<file path="src/hdl/pthc_pkg.sv">
`timescale 1ns / 1ps
// ----------------------------------------------------------------------------
// PTH compensation package
// Shared word types, register codes and 64-bit wrapping arithmetic helpers.
// ----------------------------------------------------------------------------
package pthc_pkg;

	localparam int unsigned DIV_STEPS = 64;
	localparam logic [63:0] HUM_CLAMP = 64'd419430400;
	localparam logic [16:0] HUM_MAX   = 17'd102400;

	typedef enum logic [2:0] {
		REG_TEMP,
		REG_PRESS_LOW,
		REG_PRESS_HIGH,
		REG_PRESS_LAST,
		REG_HUM
	} reg_idx_t;

	// word leaving the temperature section
	typedef struct packed {
		logic signed [31:0] tf;
		logic signed [23:0] temp;
		logic [19:0]        raw_press;
		logic [15:0]        raw_hum;
	} tword_t;

	// word leaving the humidity section
	typedef struct packed {
		logic signed [31:0] tf;
		logic signed [23:0] temp;
		logic [19:0]        raw_press;
		logic [16:0]        hum;
	} hword_t;

	// side data riding along the divider
	typedef struct packed {
		logic signed [23:0] temp;
		logic [16:0]        hum;
		logic               neg;
		logic               zero;
	} dside_t;

	// finished result word
	typedef struct packed {
		logic signed [23:0] temp;
		logic [31:0]        press;
		logic               press_ok;
		logic [16:0]        hum;
	} rword_t;

	// partial products of a 64 x 64 product, low 64 bits only
	typedef struct packed {
		logic [63:0] p0;
		logic [31:0] p1;
	} mpp_t;

	function automatic mpp_t mul_pp(logic [63:0] a, logic [63:0] b);
		mpp_t        r;
		logic [31:0] m1;
		logic [31:0] m2;
		r.p0 = a[31:0] * b[31:0];
		m1   = a[31:0] * b[63:32];
		m2   = a[63:32] * b[31:0];
		r.p1 = m1 + m2;
		return r;
	endfunction

	function automatic logic [63:0] mul_sum(mpp_t x);
		return x.p0 + {x.p1, 32'h0};
	endfunction

	function automatic logic [63:0] asr64(logic [63:0] v, int unsigned n);
		return 64'($signed(v) >>> n);
	endfunction

endpackage

</file>
<file path="src/hdl/pthc_temp.sv">
`timescale 1ns / 1ps
// ----------------------------------------------------------------------------
// PTH temperature section
// Five-stage pipeline giving fine temperature and temperature in 0.01 degC.
// ----------------------------------------------------------------------------
module pthc_temp (
	input  logic                 clk,
	input  logic                 arst_n,
	input  logic                 en,
	input  logic [47:0]          temp_calib,
	input  logic                 valid_in,
	input  logic [19:0]          raw_temp,
	input  logic [19:0]          raw_press,
	input  logic [15:0]          raw_hum,
	output logic                 valid_out,
	output pthc_pkg::tword_t     word
);

	logic [15:0]        t1;
	logic signed [15:0] t2;
	logic signed [15:0] t3;

	logic [5:1]         vld_s;
	logic signed [18:0] a_s1;
	logic signed [17:0] b_s1;
	logic signed [34:0] at2_s2;
	logic signed [35:0] bb_s2;
	logic signed [23:0] v1_s3;
	logic signed [39:0] bt3_s3;
	logic signed [31:0] tf_s4;
	logic signed [31:0] tf_s5;
	logic signed [23:0] temp_s5;
	logic [19:0]        rp_s [1:5];
	logic [15:0]        rh_s [1:5];

	assign t1 = temp_calib[15:0];
	assign t2 = $signed(temp_calib[31:16]);
	assign t3 = $signed(temp_calib[47:32]);

	always_ff @(posedge clk or negedge arst_n) begin
		if (!arst_n) begin
			vld_s <= '0;
		end else if (en) begin
			vld_s <= {vld_s[4:1], valid_in};
		end
	end

	always_ff @(posedge clk) begin
		if (en) begin
			a_s1    <= $signed({2'b0, raw_temp[19:3]}) - $signed({2'b0, t1, 1'b0});
			b_s1    <= $signed({2'b0, raw_temp[19:4]}) - $signed({2'b0, t1});
			at2_s2  <= a_s1 * t2;
			bb_s2   <= b_s1 * b_s1;
			v1_s3   <= 24'(at2_s2 >>> 11);
			bt3_s3  <= $signed(bb_s2[35:12]) * t3;
			tf_s4   <= 32'(v1_s3) + 32'(bt3_s3 >>> 14);
			tf_s5   <= tf_s4;
			temp_s5 <= 24'(((36'(tf_s4) <<< 2) + 36'(tf_s4) + 36'sd128) >>> 8);
			rp_s[1] <= raw_press;
			rh_s[1] <= raw_hum;
			for (int k = 2; k <= 5; k++) begin
				rp_s[k] <= rp_s[k-1];
				rh_s[k] <= rh_s[k-1];
			end
		end
	end

	assign valid_out      = vld_s[5];
	assign word.tf        = tf_s5;
	assign word.temp      = temp_s5;
	assign word.raw_press = rp_s[5];
	assign word.raw_hum   = rh_s[5];

endmodule

</file>
<file path="config.mk">
export PLATFORM = sky130hd
export DESIGN_NAME = pthc_temp
export DESIGN_NICKNAME = d
export VERILOG_FILES = /design/src/hdl/pthc_pkg.sv /design/src/hdl/pthc_temp.sv
export SDC_FILE = /design/constraint.sdc
export NUM_CORES = 2
export LEC_CHECK = 0
export BUFFER_PORTS_ARGS = -buffer_cell sky130_fd_sc_hd__buf_2
export CORE_MARGIN = 4
export CORE_UTILIZATION = 42
export CTS_CLUSTER_DIAMETER = 80
export DETAILED_ROUTE_END_ITERATION = 10
export PLACE_DENSITY = 0.59
export SETUP_SLACK_MARGIN = 0.1
export SYNTH_ARGS = -nofsm -noshare
export SYNTH_HDL_FRONTEND = slang
export SYNTH_SLANG_ARGS = --single-unit
</file>
<file path="constraint.sdc">
create_clock -name clk -period 6.2 [get_ports clk]
set_clock_uncertainty 0.2 [all_clocks]
set_input_delay 0.31 -clock clk [delete_from_list [all_inputs] [get_ports clk]]
set_output_delay 0.31 -clock clk [all_outputs]
set_load 0.005 [all_outputs]
</file>
## After elaboration in Yosys (flattened, before gate mapping)

Memories as Yosys holds them, arrays and structs flattened.
Cells that the tools add are included.

- Reduce and logical (&&, ||, !) cells: 0
- Multiplexer cells: 2
- Shift-type cells: 0
- Magnitude comparators: 0
- Bitwise gates (word level): 0
- $add $sub $neg: 5
- Multiply operators: 3
- Divide/modulo/power cells: 0
- Equal/unequal tests: 0

Operators by type and width:

| operator | number |
|---|---|
| $mul A24 B16 Y40 | 1 |
| $mul A17 B17 Y34 | 1 |
| $mul A18 B16 Y34 | 1 |
| $add A32 B9 Y32 const B | 1 |
| $add A29 B27 Y30 | 1 |
| $add A24 B26 Y27 | 1 |
| $sub A17 B17 Y18 | 1 |
| $sub A16 B16 Y17 | 1 |
| $mux W1 | 2 |

- Memories: 2
- Output and inout bits: 93
- Bits in read-only memories: 0
- Bits in latches: 0
- Register bits after elaboration: 253
- Memory bits (writable): 180
- Bits of input ports: 108

Memories:

| memory | depth | bits a word | read ports | clocked after memory_dff | wr ports | line | text |
|---|---|---|---|---|---|---|---|
| rp_s | 5 | 20 | 5 | 0 | 5 | pthc_temp.sv:33 | `logic [19:0] rp_s [1:5];` |
| rh_s | 5 | 16 | 5 | 0 | 5 | pthc_temp.sv:34 | `logic [15:0] rh_s [1:5];` |

## Longest topological paths before layout

- Word-level depth: 2
- Depth in mapped cells: 25
- Mapped depth without buffers: 24

## Worst setup path after synthesis

No wires, ideal clock.

- Kind: register -> register
- Start: register a_s1[12] (netlist name)
- End: register bb_s2[34] (data pin)
- Setup slack: -0.571 ns
- Path buffers: 2
- Cell stages (with the launch flop): 26
- Arrival: 6.311 ns
- Clock period less this slack: 6.771 ns
- Library setup time: 0.260 ns
- Cells stage by stage: edfxtp_1 clkbuf_1 clkbuf_1 nand2_1 fa_1 inv_1 fa_1 inv_1 fa_1 inv_1 fa_1 fa_1 inv_1 fa_1 inv_1 ha_1 a21oi_1 nor2b_1 o21ai_0 a21oi_1 a31oi_1 a21oi_1 o41ai_2 o21ai_1 o41a_1 xnor2_1

RTL lines:

| what | line | text |
|---|---|---|
| to (signal assigned) | pthc_temp.sv:53 | `bb_s2 <= b_s1 * b_s1;` |
| to (decl) | pthc_temp.sv:27 | `logic signed [35:0] bb_s2;` |

## Worst setup path in the final report

- Start: register bb_s2[20]
- End: register bt3_s3[39] (data pin)

- Longest elaborated chain between the ends: 1

Ends and longest elaborated chain:

| what | line | text |
|---|---|---|
| $mul A24 B16 Y40 | pthc_temp.sv:55 | `bt3_s3 <= $signed(bb_s2[35:12]) * t3;` |
| to (signal assigned) | pthc_temp.sv:55 |  |
| to (decl) | pthc_temp.sv:29 | `logic signed [39:0] bt3_s3;` |

No other way between the ends.
A chain may end at the register's enable or synchronous reset.

==> flow_summary_export.csv <==
group,metric,value,unit
setup_path,top_family_by_delay_on_critical_path,"adder cells",
sta,final_max_slew_viol_count,0,
routing,first_iter_violations,1431,
setup_path,crit_path_frequent_cell,"sky130_fd_sc_hd__fa_1",
cells_and_area,final_layout_size_suffix_gt1_share,21.5,%
synth,synth_area_leaders,"sky130_fd_sc_hd__fa_1 (39%), sky130_fd_sc_hd__edfxtp_1 (24%), sky130_fd_sc_hd__inv_1 (8.8%), sky130_fd_sc_hd__ha_1 (8.7%), sky130_fd_sc_hd__and2_1 (4.0%)",
sta,worst_slew_pin_slew,894,ps
min_path,worst_hold_startpoint,"temp_calib[15]",
run,cap_violations,0,
synth,synth-main-ff-cell,"sky130_fd_sc_hd__edfxtp_1",
cells_and_area,antenna_cells,0,
placement,gp_routability_congestion,0.848,
synth,synth-seq-area-share,23.8,%
setup_path,reg2reg_from,"bb_s2[20]$_DFFE_PP_",
placement,post-place-cells,6400,
die,start_util,42.5,%
global_routing,antenna_violations_before_repair,3,
setup_path,critPathRequiredTime,6380,ps
setup_path,setup.worst_path.start,"bb_s2[20]$_DFFE_PP_",
setup_path,worstPathArrival,6890,ps
clocking,insertion_delay,640,ps
synth,syn-cell-area,47200,um^2
clocking,clk_transition_reported_paths,60,ps
placement,io_buffer_count,197,
sta,timing_hold_violations_final,0,
routing,drt_drc_violations_left,0,
synth,number_of_enable_type_register_cells_in_the_synthesized_netlist,370,
sta,final_cycle_share,108,%
setup_path,rr_endpoint,"bt3_s3[39]$_DFFE_PP_",
routing,final_antenna_net_count,0,
setup_path,worst-path-buf-inv,4,
synth,synth.ff_latch_count,375,
min_path,worst_hold_path.num_cells,5,
sta,final_critical_path_setup_slack,-512,ps
clocking,cts-htree-levels,2,
cells_and_area,final_cell_count_no_fill,6626,
global_routing,grt_pass1_wl,176,mm
synth,post-synth-top-area-cell,"sky130_fd_sc_hd__fa_1",
synth,synth_top_area_share,38.8,%
setup_path,worst_setup_start_kind,"flop",
setup_path,rr_worst_depth,22,
routing,detail_route.vias_per_cell,4.69,
global_routing,first_global_vias,34200,
cells_and_area,area_growth_from_synthesis_to_layout,22.2,%
synth,syn_avg_cell_area,10.7,um^2
setup_path,timing.setup.critical_path_class,"flop to flop",
die,io_pins,201,
cells_and_area,design.final.nets,6454,
setup_path,worstPathCellList,"buf_6 > nand2_1 > fa_1 > inv_1 > fa_1 > fa_1 > fa_1 > fa_1 > inv_1 > fa_1 > inv_1 > ha_4 > a211oi_2 > nand2_2 > a211oi_2 > a221o_2 > nor3_4 > o31a_1 > a211o_1 > or3_4 > a31oi_2 > xnor2_1",
global_routing,grt-ovfl-total,0,
clocking,cts_inserted_buffers,44,
routing,drt_pre_antenna_iters,5,
clocking,root_buffer,"sky130_fd_sc_hd__clkbuf_16",
sta,finalWorstPathRequiredPeriod,6710,ps
routing,wire_length_per_cell,16.1,um
placement,dp.final_hpwl,87.8,mm
die,full_die_area,118000,um^2
synth,synthesis.yosys.warnings,0,
synth,async_reset_ff_share,1.33,%
routing,drt_wirelength,107,mm
clocking,tritoncts_num_sinks,375,
sta,setup-violations-final,50,
sta,max-slew-margin-rel,40.4,%
clocking,cts.path.max_buffers,3,
global_routing,globalRouteTotalUtil,18.7,%
setup_path,crit_path_end_kind,"flop",
synth,syn_inst,4422,
setup_path,timing.critical_path.fanout_max,5,
setup_path,reg2reg_setup_slack,-510,ps
die,floorplan.rows,122,
synth,ys_types,73,
status,violations_in_the_final_reports,"negative setup slack",
synth,syn_nets,5774,
sta,timing_limited_maximum_frequency,149,MHz
status,status,"complete, but fails checks",
die,coreArea,111000,um^2
die,die_h,343,um
sta,unrepaired_setup_endpoints_after_global_routing,"true",
clocking,tritoncts,"yes",
setup_path,slowest_delay,580,ps
min_path,holdPathEnd,"a_s1[17]$_DFFE_PP_",
global_routing,grt_start_max_net_pins,161,
setup_path,critPathSlowestCell,"sky130_fd_sc_hd__fa_1",
sta,final.setup.tns,-12730,ps
routing,dr_total_vias,31100,
min_path,worstHoldPathType,"input pin to flop",
die,die_span_in_x,343,um
## per-stage QoR
step	hold slack [ps]	utilization, %	cell area [um^2]	setup slack [ps]
finish	55.6	51.9	57700	-512
global route	47.0	51.9	57700	-687
CTS	0.405	51.1	56700	-507
detailed placement	-72.6	48.1	53500	-764
global placement	-72.4	48.1	53500	-709
floorplan	-186	-	47800	-207
## per-layer routing
layer  global-route usage [%]  share of wire, %  wire [um]  vias up
met4                     5.61               3.0       3240        4
met5                        0             0.020         21        -
li1                         -                 -          -    14700
met3                     2.63               4.2       4530      153
met1                     24.6                43      46400    15700
met2                     32.4                49      52500      540
## cell type report
class | instances | area [um^2]
fillers | 9951 | 53400
inverters | 1104 | 4150
clock buffers | 49 | 1130
flip-flops and latches | 375 | 11200
clock inverters | 33 | 354
multi-input cells | 2765 | 32400
well taps | 1488 | 1860
repair buffers | 812 | 6610
## worst min-delay path: cells and delay by family
kind / cells / cell delay [ps]
fa+ha+maj: 1 / 130
buf+inv: 2 / 130
compound gates: 2 / 140
## Yosys cell counts (6+ instances only)
cell / n
sky130_fd_sc_hd__nor3_1: 27
sky130_fd_sc_hd__edfxtp_1: 370
sky130_fd_sc_hd__and3_1: 14
sky130_fd_sc_hd__inv_1: 1104
sky130_fd_sc_hd__fa_1: 916
sky130_fd_sc_hd__buf_4: 41
sky130_fd_sc_hd__a21boi_0: 6
sky130_fd_sc_hd__a211o_1: 7
sky130_fd_sc_hd__ha_1: 328
sky130_fd_sc_hd__and2_1: 304
sky130_fd_sc_hd__o21ai_0: 46
sky130_fd_sc_hd__o211ai_1: 7
sky130_fd_sc_hd__clkbuf_1: 133
sky130_fd_sc_hd__xnor2_1: 123
sky130_fd_sc_hd__a21oi_1: 72
sky130_fd_sc_hd__nor2_1: 126
sky130_fd_sc_hd__nand4_1: 12
sky130_fd_sc_hd__a2111oi_0: 6
sky130_fd_sc_hd__o21a_1: 16
sky130_fd_sc_hd__a31oi_1: 11
sky130_fd_sc_hd__nand3_1: 28
sky130_fd_sc_hd__a21o_1: 35
sky130_fd_sc_hd__xor2_1: 47
sky130_fd_sc_hd__nand2b_1: 25
sky130_fd_sc_hd__a211oi_1: 12
sky130_fd_sc_hd__nor2b_1: 18
sky130_fd_sc_hd__o21bai_1: 7
sky130_fd_sc_hd__nand2_1: 486
sky130_fd_sc_hd__o21ai_1: 9
## layout by cell type, fill, tap and decap left out, drive strengths merged, types with 11 or more instances in the layout
cell / instances
a211oi: 13
a21o: 35
a21oi: 75
a31oi: 11
and2: 305
and3: 14
buf: 740
clkbuf: 51
clkinv: 18
dlygate4sd3: 68
edfxtp: 370
fa: 916
ha: 328
inv: 1112
nand2: 486
nand2b: 25
nand3: 30
nand4: 12
nor2: 126
nor2b: 18
nor3: 27
o21a: 16
o21ai: 55
xnor2: 124
xor2: 47
## cell families (layout without fill, tap and decap cells)
family                   after synthesis  count (layout)  synth area share, %
flip-flops                           375             375                 23.8
AO/OA/AOI/OAI                        272             272                 3.81
adder cells (fa/ha/maj)             1244            1244                 47.5
XOR/XNOR                             171             171                 3.19
AND/OR/NAND/NOR                     1068            1068                 10.9
buffers and inverters               1282            1998                 10.5
multiplexers                          10              10                0.252
## state kept, by name (all words and copies together) (netlist names)
name     count
temp_s5     24
tf_s5       27
a_s1        18
bb_s2       22
rp_s       100
vld_s        5
bt3_s3      26
at2_s2      23
rh_s        80
v1_s3       23
tf_s4       27
## how the worst max path moves through the flow
stage | to | slack [ps] | cells after the start
6_report | bt3_s3[39]$_DFFE_PP_ | -510 | 22
3_5_place_dp | bt3_s3[39]$_DFFE_PP_ | -760 | 22
5_1_grt | bb_s2[32]$_DFFE_PP_ | -690 | 23
3_3_place_gp | bt3_s3[39]$_DFFE_PP_ | -710 | 22
4_1_cts | bt3_s3[39]$_DFFE_PP_ | -510 | 22
2_1_floorplan | bt3_s3[39]$_DFFE_PP_ | -210 | 24
## repair_timing
| action | CTS | global route |
|---|---|---|
| buffers inserted | 52 | 37 |
| setup endpoints to repair | 59 | 67 |
| hold endpoints to repair | 132 | 0 |
| gates cloned | 4 | 2 |
| resized for setup | 164 | 172 |
| pin swaps | 85 | 102 |
| hold buffers | 68 | 0 |
Power is not shown: default switching activity piles up to over one toggle a cycle in this logic, so the estimate is an artifact.
